<file path="src/rtl/bsr_pkg.sv">
// bsr_pkg: shared types and codes for the byte stack with reverse.
// Operation and status codes, field widths and the sequencer state type.
// No dependencies.
`default_nettype none

package bsr_pkg;

   // field widths
   localparam int unsigned OP_W   = 2;
   localparam int unsigned BYTE_W = 8;
   localparam int unsigned ST_W   = 2;
   localparam int unsigned FILL_W = 8;

   // operation codes
   localparam logic [OP_W-1:0] OP_PUSH    = 2'd0;
   localparam logic [OP_W-1:0] OP_POP     = 2'd1;
   localparam logic [OP_W-1:0] OP_PEEK    = 2'd2;
   localparam logic [OP_W-1:0] OP_REVERSE = 2'd3;

   // status codes
   localparam logic [ST_W-1:0] ST_OK    = 2'd0;
   localparam logic [ST_W-1:0] ST_EMPTY = 2'd1;
   localparam logic [ST_W-1:0] ST_FULL  = 2'd2;

   // sequencer states
   typedef enum logic [2:0] {
      S_IDLE,
      S_PUSH_WR,
      S_READ_DONE,
      S_REV_RD_LO,
      S_REV_RD_HI,
      S_REV_WR_LO,
      S_REV_WR_HI
   } bsr_state_type;

endpackage : bsr_pkg

`default_nettype wire

</file>
<file path="src/rtl/byte_stack_with_reverse_unit.sv">
// byte_stack_with_reverse_unit: top level of the byte-wide LIFO stack with in-place reverse.
// Depends on bsr_pkg and bsr_ram.
//
//   channel   ports                                       handshake
//   request   req_op, req_push_byte                       start & !busy
//   response  rsp_read_byte, rsp_status, rsp_fill_count   rsp_valid, one cycle
//
// Push writes the storage from its own state; pop and peek read the top entry while idle
// and answer from the registered read data. Errors and a reverse of fewer than two entries
// answer straight from the idle state. Reverse swaps floor(count / 2) pairs: each pair swap
// is two reads and two writes through the single read and single write port of the storage.
// busy is high from acceptance until the response cycle, but never rises for errors
// and trivial reverses; the response strobe lasts one cycle and the receiver cannot
// stall it. Synchronous reset empties the stack; storage contents are not cleared.
`default_nettype none

module byte_stack_with_reverse_unit #(
   parameter int unsigned DEPTH = 128
) (
   input  wire logic                         clock,
   input  wire logic                         reset,
   input  wire logic                         start,
   output logic                              busy,
   input  wire logic [bsr_pkg::OP_W-1:0]     req_op,
   input  wire logic [bsr_pkg::BYTE_W-1:0]   req_push_byte,
   output logic                              rsp_valid,
   output logic      [bsr_pkg::BYTE_W-1:0]   rsp_read_byte,
   output logic      [bsr_pkg::ST_W-1:0]     rsp_status,
   output logic      [bsr_pkg::FILL_W-1:0]   rsp_fill_count
);
   import bsr_pkg::*;

   localparam int unsigned AW = $clog2(DEPTH);
   localparam int unsigned CW = $clog2(DEPTH + 1);

   // state
   bsr_state_type     state_ff, state_in;
   logic [CW-1:0]     count_ff, count_in;
   logic [OP_W-1:0]   op_ff, op_in;
   logic [BYTE_W-1:0] byte_ff, byte_in;
   logic [AW-1:0]     lo_ff, lo_in;
   logic [AW-1:0]     hi_ff, hi_in;
   logic [BYTE_W-1:0] tmp_ff, tmp_in;
   logic              rsp_valid_ff, rsp_valid_in;
   logic [BYTE_W-1:0] rsp_byte_ff, rsp_byte_in;
   logic [ST_W-1:0]   rsp_status_ff, rsp_status_in;

   // storage interface
   logic              ram_wr_en;
   logic [AW-1:0]     ram_wr_addr;
   logic [BYTE_W-1:0] ram_wr_data;
   logic [AW-1:0]     ram_rd_addr;
   logic [BYTE_W-1:0] ram_rd_data;

   // decoded conditions
   logic          accept;
   logic          is_full;
   logic          is_empty;
   logic          rev_trivial;
   logic [CW-1:0] count_m1;
   logic [AW-1:0] top_idx;
   logic [AW-1:0] span;
   logic          more_pairs;
   logic [CW+FILL_W-1:0] count_wide;

   assign accept      = start && (state_ff == S_IDLE);
   assign is_full     = (count_ff == CW'(DEPTH));
   assign is_empty    = (count_ff == '0);
   assign rev_trivial = (count_ff < CW'(2));
   assign count_m1    = count_ff - CW'(1);
   assign top_idx     = count_m1[AW-1:0];

   // index unit: distance between the swap pointers
   assign span       = hi_ff - lo_ff;
   assign more_pairs = ({1'b0, span} > (AW+1)'(2));

   bsr_ram #(
      .DEPTH(DEPTH)
   ) u_ram (
      .clock   (clock),
      .wr_en   (ram_wr_en),
      .wr_addr (ram_wr_addr),
      .wr_data (ram_wr_data),
      .rd_addr (ram_rd_addr),
      .rd_data (ram_rd_data)
   );

   // next state
   always_comb begin
      state_in = state_ff;
      case (state_ff)
         S_IDLE: begin
            if (start) begin
               case (req_op)
                  OP_PUSH: state_in = is_full ? S_IDLE : S_PUSH_WR;
                  OP_POP, OP_PEEK: state_in = is_empty ? S_IDLE : S_READ_DONE;
                  default: state_in = rev_trivial ? S_IDLE : S_REV_RD_LO;
               endcase
            end
         end
         S_PUSH_WR:   state_in = S_IDLE;
         S_READ_DONE: state_in = S_IDLE;
         S_REV_RD_LO: state_in = S_REV_RD_HI;
         S_REV_RD_HI: state_in = S_REV_WR_LO;
         S_REV_WR_LO: state_in = S_REV_WR_HI;
         S_REV_WR_HI: state_in = more_pairs ? S_REV_RD_LO : S_IDLE;
         default:     state_in = S_IDLE;
      endcase
   end

   // datapath and outputs
   always_comb begin
      count_in      = count_ff;
      op_in         = op_ff;
      byte_in       = byte_ff;
      lo_in         = lo_ff;
      hi_in         = hi_ff;
      tmp_in        = tmp_ff;
      rsp_valid_in  = 1'b0;
      rsp_byte_in   = rsp_byte_ff;
      rsp_status_in = rsp_status_ff;
      ram_wr_en     = 1'b0;
      ram_wr_addr   = lo_ff;
      ram_wr_data   = tmp_ff;
      ram_rd_addr   = lo_ff;
      case (state_ff)
         S_IDLE: begin
            // read the top entry ahead of a pop or peek
            ram_rd_addr = top_idx;
            if (accept) begin
               op_in   = req_op;
               byte_in = req_push_byte;
               lo_in   = '0;
               hi_in   = top_idx;
               // answer errors and trivial reverses at once
               case (req_op)
                  OP_PUSH: begin
                     if (is_full) begin
                        rsp_valid_in  = 1'b1;
                        rsp_byte_in   = '0;
                        rsp_status_in = ST_FULL;
                     end
                  end
                  OP_POP, OP_PEEK: begin
                     if (is_empty) begin
                        rsp_valid_in  = 1'b1;
                        rsp_byte_in   = '0;
                        rsp_status_in = ST_EMPTY;
                     end
                  end
                  default: begin
                     if (rev_trivial) begin
                        rsp_valid_in  = 1'b1;
                        rsp_byte_in   = '0;
                        rsp_status_in = ST_OK;
                     end
                  end
               endcase
            end
         end
         S_PUSH_WR: begin
            ram_wr_en     = 1'b1;
            ram_wr_addr   = count_ff[AW-1:0];
            ram_wr_data   = byte_ff;
            count_in      = count_ff + CW'(1);
            rsp_valid_in  = 1'b1;
            rsp_byte_in   = '0;
            rsp_status_in = ST_OK;
         end
         S_READ_DONE: begin
            if (op_ff == OP_POP) begin
               count_in = count_m1;
            end
            rsp_valid_in  = 1'b1;
            rsp_byte_in   = ram_rd_data;
            rsp_status_in = ST_OK;
         end
         S_REV_RD_LO: begin
            ram_rd_addr = lo_ff;
         end
         S_REV_RD_HI: begin
            ram_rd_addr = hi_ff;
            tmp_in      = ram_rd_data;
         end
         S_REV_WR_LO: begin
            ram_wr_en   = 1'b1;
            ram_wr_addr = lo_ff;
            ram_wr_data = ram_rd_data;
         end
         S_REV_WR_HI: begin
            ram_wr_en   = 1'b1;
            ram_wr_addr = hi_ff;
            ram_wr_data = tmp_ff;
            lo_in       = lo_ff + AW'(1);
            hi_in       = hi_ff - AW'(1);
            if (!more_pairs) begin
               rsp_valid_in  = 1'b1;
               rsp_byte_in   = '0;
               rsp_status_in = ST_OK;
            end
         end
         default: begin
            ram_rd_addr = lo_ff;
         end
      endcase
   end

   // control registers
   always_ff @(posedge clock) begin
      if (reset) begin
         state_ff     <= S_IDLE;
         count_ff     <= '0;
         rsp_valid_ff <= 1'b0;
      end else begin
         state_ff     <= state_in;
         count_ff     <= count_in;
         rsp_valid_ff <= rsp_valid_in;
      end
   end

   // payload registers
   always_ff @(posedge clock) begin
      op_ff         <= op_in;
      byte_ff       <= byte_in;
      lo_ff         <= lo_in;
      hi_ff         <= hi_in;
      tmp_ff        <= tmp_in;
      rsp_byte_ff   <= rsp_byte_in;
      rsp_status_ff <= rsp_status_in;
   end

   // count reported modulo 256
   assign count_wide = (CW + FILL_W)'(count_ff);

   assign busy           = (state_ff != S_IDLE);
   assign rsp_valid      = rsp_valid_ff;
   assign rsp_read_byte  = rsp_byte_ff;
   assign rsp_status     = rsp_status_ff;
   assign rsp_fill_count = count_wide[FILL_W-1:0];

endmodule : byte_stack_with_reverse_unit

`default_nettype wire

</file>
<file path="src/rtl/bsr_ram.sv">
// bsr_ram: stack storage, one write port and one read port with registered read data.
// Depends on bsr_pkg for the byte width.
`default_nettype none

module bsr_ram #(
   parameter int unsigned DEPTH = 128
) (
   input  wire logic                         clock,
   input  wire logic                         wr_en,
   input  wire logic [$clog2(DEPTH)-1:0]     wr_addr,
   input  wire logic [bsr_pkg::BYTE_W-1:0]   wr_data,
   input  wire logic [$clog2(DEPTH)-1:0]     rd_addr,
   output logic      [bsr_pkg::BYTE_W-1:0]   rd_data
);
   import bsr_pkg::*;

   logic [BYTE_W-1:0] mem_ff [DEPTH];
   logic [BYTE_W-1:0] rd_data_ff;

   // write port
   always_ff @(posedge clock) begin
      if (wr_en) begin
         mem_ff[wr_addr] <= wr_data;
      end
   end

   // read port, registered data in the cycle after the address
   always_ff @(posedge clock) begin
      rd_data_ff <= mem_ff[rd_addr];
   end

   assign rd_data = rd_data_ff;

endmodule : bsr_ram

`default_nettype wire

</file>
<file path="config.mk">
export PLATFORM = sky130hd
export DESIGN_NAME = byte_stack_with_reverse_unit
export DESIGN_NICKNAME = d
export VERILOG_FILES = /design/src/rtl/bsr_pkg.sv /design/src/rtl/byte_stack_with_reverse_unit.sv /design/src/rtl/bsr_ram.sv
export SDC_FILE = /design/constraint.sdc
export NUM_CORES = 2
export LEC_CHECK = 0
export BUFFER_PORTS_ARGS = -buffer_cell sky130_fd_sc_hd__buf_2
export CAP_MARGIN = 40
export CELL_PAD_IN_SITES_DETAIL_PLACEMENT = 2
export CELL_PAD_IN_SITES_GLOBAL_PLACEMENT = 2
export CORE_MARGIN = 5
export CORE_UTILIZATION = 45
export CTS_BUF_LIST = sky130_fd_sc_hd__clkbuf_8 sky130_fd_sc_hd__clkbuf_16
export CTS_CLUSTER_DIAMETER = 80
export DETAILED_ROUTE_END_ITERATION = 7
export PLACE_DENSITY = 0.82
export SYNTH_ARGS = -nofsm -noshare
export SYNTH_HDL_FRONTEND = slang
export SYNTH_HIERARCHICAL = 1
export SYNTH_SLANG_ARGS = --single-unit
</file>
<file path="constraint.sdc">
create_clock -name clock -period 9.4 [get_ports clock]
set_clock_uncertainty 0.2 [all_clocks]
set_input_delay 1.41 -clock clock [delete_from_list [all_inputs] [get_ports clock]]
set_output_delay 1.41 -clock clock [all_outputs]
set_load 0.005 [all_outputs]
</file>
==> metrics <==
DR vias/cell between 6 and 7; clock buffer count from CTS 114; Max Freq 170 MHz; die width roughly 320 microns; Post-synth top flop edfxtp_1; Post-DRT Antenna Nets 0; RSZ-0062 raised after global routing no; Die Y approximately 320 microns; commonest non-fill, non-tap cell in the layout edfxtp_1; largest net degree at the start of global routing 141; Non-Filler Instances between 3000 and 4000; layout cells sized above 1 ~32%; WHS Path Cells 0; Max Transition Viols Final 0; syn nets between 2000 and 2500; reg2reg path depth 9; worst-skew pair later-pin latency roughly 700 ps; FF-to-FF Start state_ff[1]$_SDFFE_PP0P_; Hold Path Class reg2reg; grt ovf 0; dpl hpwl approximately 89000 microns; TNS Setup 0 ps; Cell variety after synth 57; Final Hold Fails 0; first-pass detailed-route iteration total 6; drt total wl 150000 microns; via count about 24000; nets between 2000 and 2500; first-pass GRT wire length about 210000 microns; GP Congestion 0.795; Total Routing Usage GR about 29%; Core Region about 0.095 sq mm; CTS max path bufs 3; CP Class reg2reg; crit path max fanout between 100 and 150; Synthesis Warnings 6; number of DRC markers in iteration 0 3323; most frequent cells in the layout 1066 x edfxtp_1, 336 x mux4_2, 164 x nor2_1, 129 x buf_4, 119 x clkbuf_16; DRC Markers 0; Post-CTS Setup Bufs 0; max cap viols 0; r2r endpoint u_ram/rd_data[4]$_DFF_P_; largest cells by area after synthesis edfxtp_1 74%, mux4_2 18%, nor2_1 1.4%; Pwr Total roughly 12 mW; root buf cell clkbuf_16; Hold Crit Start u_ram/rd_data[2]$_DFF_P_; CP Capture Type flip-flop; Setup violations, final 0; critical path arrival 6270 ps; Yosys top cell area share 74.2%; PwrDens between 200 and 250 mW/mm^2; post-synthesis cell count around 2000; antenna violations before repair 10; Worst Max-Slew Pin Slew approximately 1000 ps; CTS tree yes; Critical Path RT 9780 ps; I/O Buffers 32; outcome complete, no violations; Seq/Total Area, Yosys between 70 and 80%; initial core utilization between 40% and 50%; CP startpoint kind flip-flop; EDFF count, synth between 1000 and 1500; Syn Area/Cell 21.5 sq um; VDD IR max ~140 uV; CTS Hold Bufs 0; reg2reg setup slack ~3500 ps; Final Util 52.6%; Clock Sinks around 1100; Max transition margin 31.6%; Synth async-reset ratio 0%; Ports 33; vias in the first global route 24500; FP Rows between 100 and 150; Final Critical Period around 6000 ps; leading area contributor after synthesis edfxtp_1; final worst path period share a little over three fifths; leakage power around 16 nW; post-cts resize count 0; Worst-path clk slew 70 ps; Hold EP tmp_ff[2]$_DFFE_PN_; CTS H-tree lvls 3; synthesized flop and latch total 1086; Mapped Area around 0.043 sq mm; placed cells roughly 3300; die area 0.102 sq mm; P&R area growth vs syn 15.9%; Routed WL per cell 42.2 microns
-- power by group --
| group | internal, mW | leakage, nW | switching, mW | total [mW] |
|---|---|---|---|---|
| logic | 0.806 | 4.41 | 1.07 | 1.87 |
| clock network | 2.84 | 1.98 | 2.06 | 4.90 |
| registers | 5.37 | 9.77 | 0.0564 | 5.43 |
-- routing by layer --
metal	GRT usage [%]	vias to the layer above	part of all wire (%)
met5	0	-	0.015
met1	39.1	12800	38
met3	7.28	279	9.8
met2	46.6	1634	49
li1	-	8761	-
met4	9.54	4	3.2
-- metrics by stage --
stage | instance area (sq um) | setup slack [ps] | hold slack, ps
finish | 50000 | 3520 | 288
CTS | 49700 | 3560 | 282
global route | 50000 | 3260 | 306
floorplan | 43100 | 1880 | 222
detailed placement | 45700 | 3630 | 266
global placement | 44900 | 3730 | 287
-- cell type report --
class / count / area [sq um]
Fill cell: 8114 / 45000
Sequential cell: 1086 / 32400
Multi-Input combinational cell: 786 / 10300
Clock buffer: 119 / 2980
Timing Repair Buffer: 191 / 1660
Tap cell: 1265 / 1580
Clock inverter: 95 / 966
Inverter: 21 / 78.8
Antenna cell: 2 / 5.00
-- kinds of logic after synthesis --
group	share of synthesized area [%]
adder cells (fa/ha/maj)	0.423
buffers and inverters	1.42
AND/OR/NAND/NOR	3.17
AO/OA/AOI/OAI	1.26
flip-flops	75.1
XOR/XNOR	0.508
multiplexers	18.1
-- worst max-delay path, cell delays in order (launching register included) --
cell     delay (ps)
dfxtp_1         910
or2_2           640
nand2_1         230
o21ai_4         150
buf_12          620
buf_4           710
mux4_2          630
mux4_2          600
mux4_2          560
mux2_2          300
-- registers in the layout, summed over array words and instances (netlist names) --
signal and cells:
u_ram/mem_ff 1024, u_ram/rd_data 8, state_ff 3, op_ff 2, lo_ff 7, rsp_valid 1
hi_ff 7, tmp_ff 8, byte_ff 8, rsp_status 2, rsp_fill_count 8, rsp_read_byte 8
-- worst max path at each step --
| stage | depth (start not counted) | slack (ps) | startpoint | endpoint |
|---|---|---|---|---|
| after global placement | 9 | 3730 | state_ff[1]$_SDFFE_PP0P_ | u_ram/rd_data[2]$_DFF_P_ |
| after floorplan | 5 | 1880 | state_ff[2]$_SDFFE_PP0P_ | u_ram/mem_ff[0][1]$_DFFE_PP_ |
| after detailed placement | 9 | 3630 | state_ff[1]$_SDFFE_PP0P_ | u_ram/rd_data[5]$_DFF_P_ |
| final | 9 | 3520 | state_ff[1]$_SDFFE_PP0P_ | u_ram/rd_data[4]$_DFF_P_ |
| after CTS | 9 | 3560 | state_ff[1]$_SDFFE_PP0P_ | u_ram/rd_data[4]$_DFF_P_ |
| after global routing | 9 | 3260 | state_ff[1]$_SDFFE_PP0P_ | u_ram/rd_data[4]$_DFF_P_ |
-- cells in the mapped netlist (2+ instances only) --
library cell  instances
buf_1                22
and2_1                9
ha_1                 13
edfxtp_1           1066
nor2b_1              10
xor2_1                9
o21a_1                2
buf_6                 3
dfxtp_1              20
nand2b_1              7
mux4_2              336
nand2_1              47
buf_2                18
o22ai_1               8
mux2_2               11
nand4_1               5
mux2i_1              10
o311a_1               8
xnor2_1              16
o32ai_1               3
or3_1                 4
a21oi_1              21
nand3_1              19
inv_1                21
and3_1                2
a31oi_1               2
clkbuf_1             63
o21bai_1              2
buf_4                12
nor4_1                2
nor3b_1               3
o21ai_0              24
nor3_1               24
or2_2                 2
o211a_1               2
nor2_1              164
No activity file was read; power rests on OpenSTA's default activity.
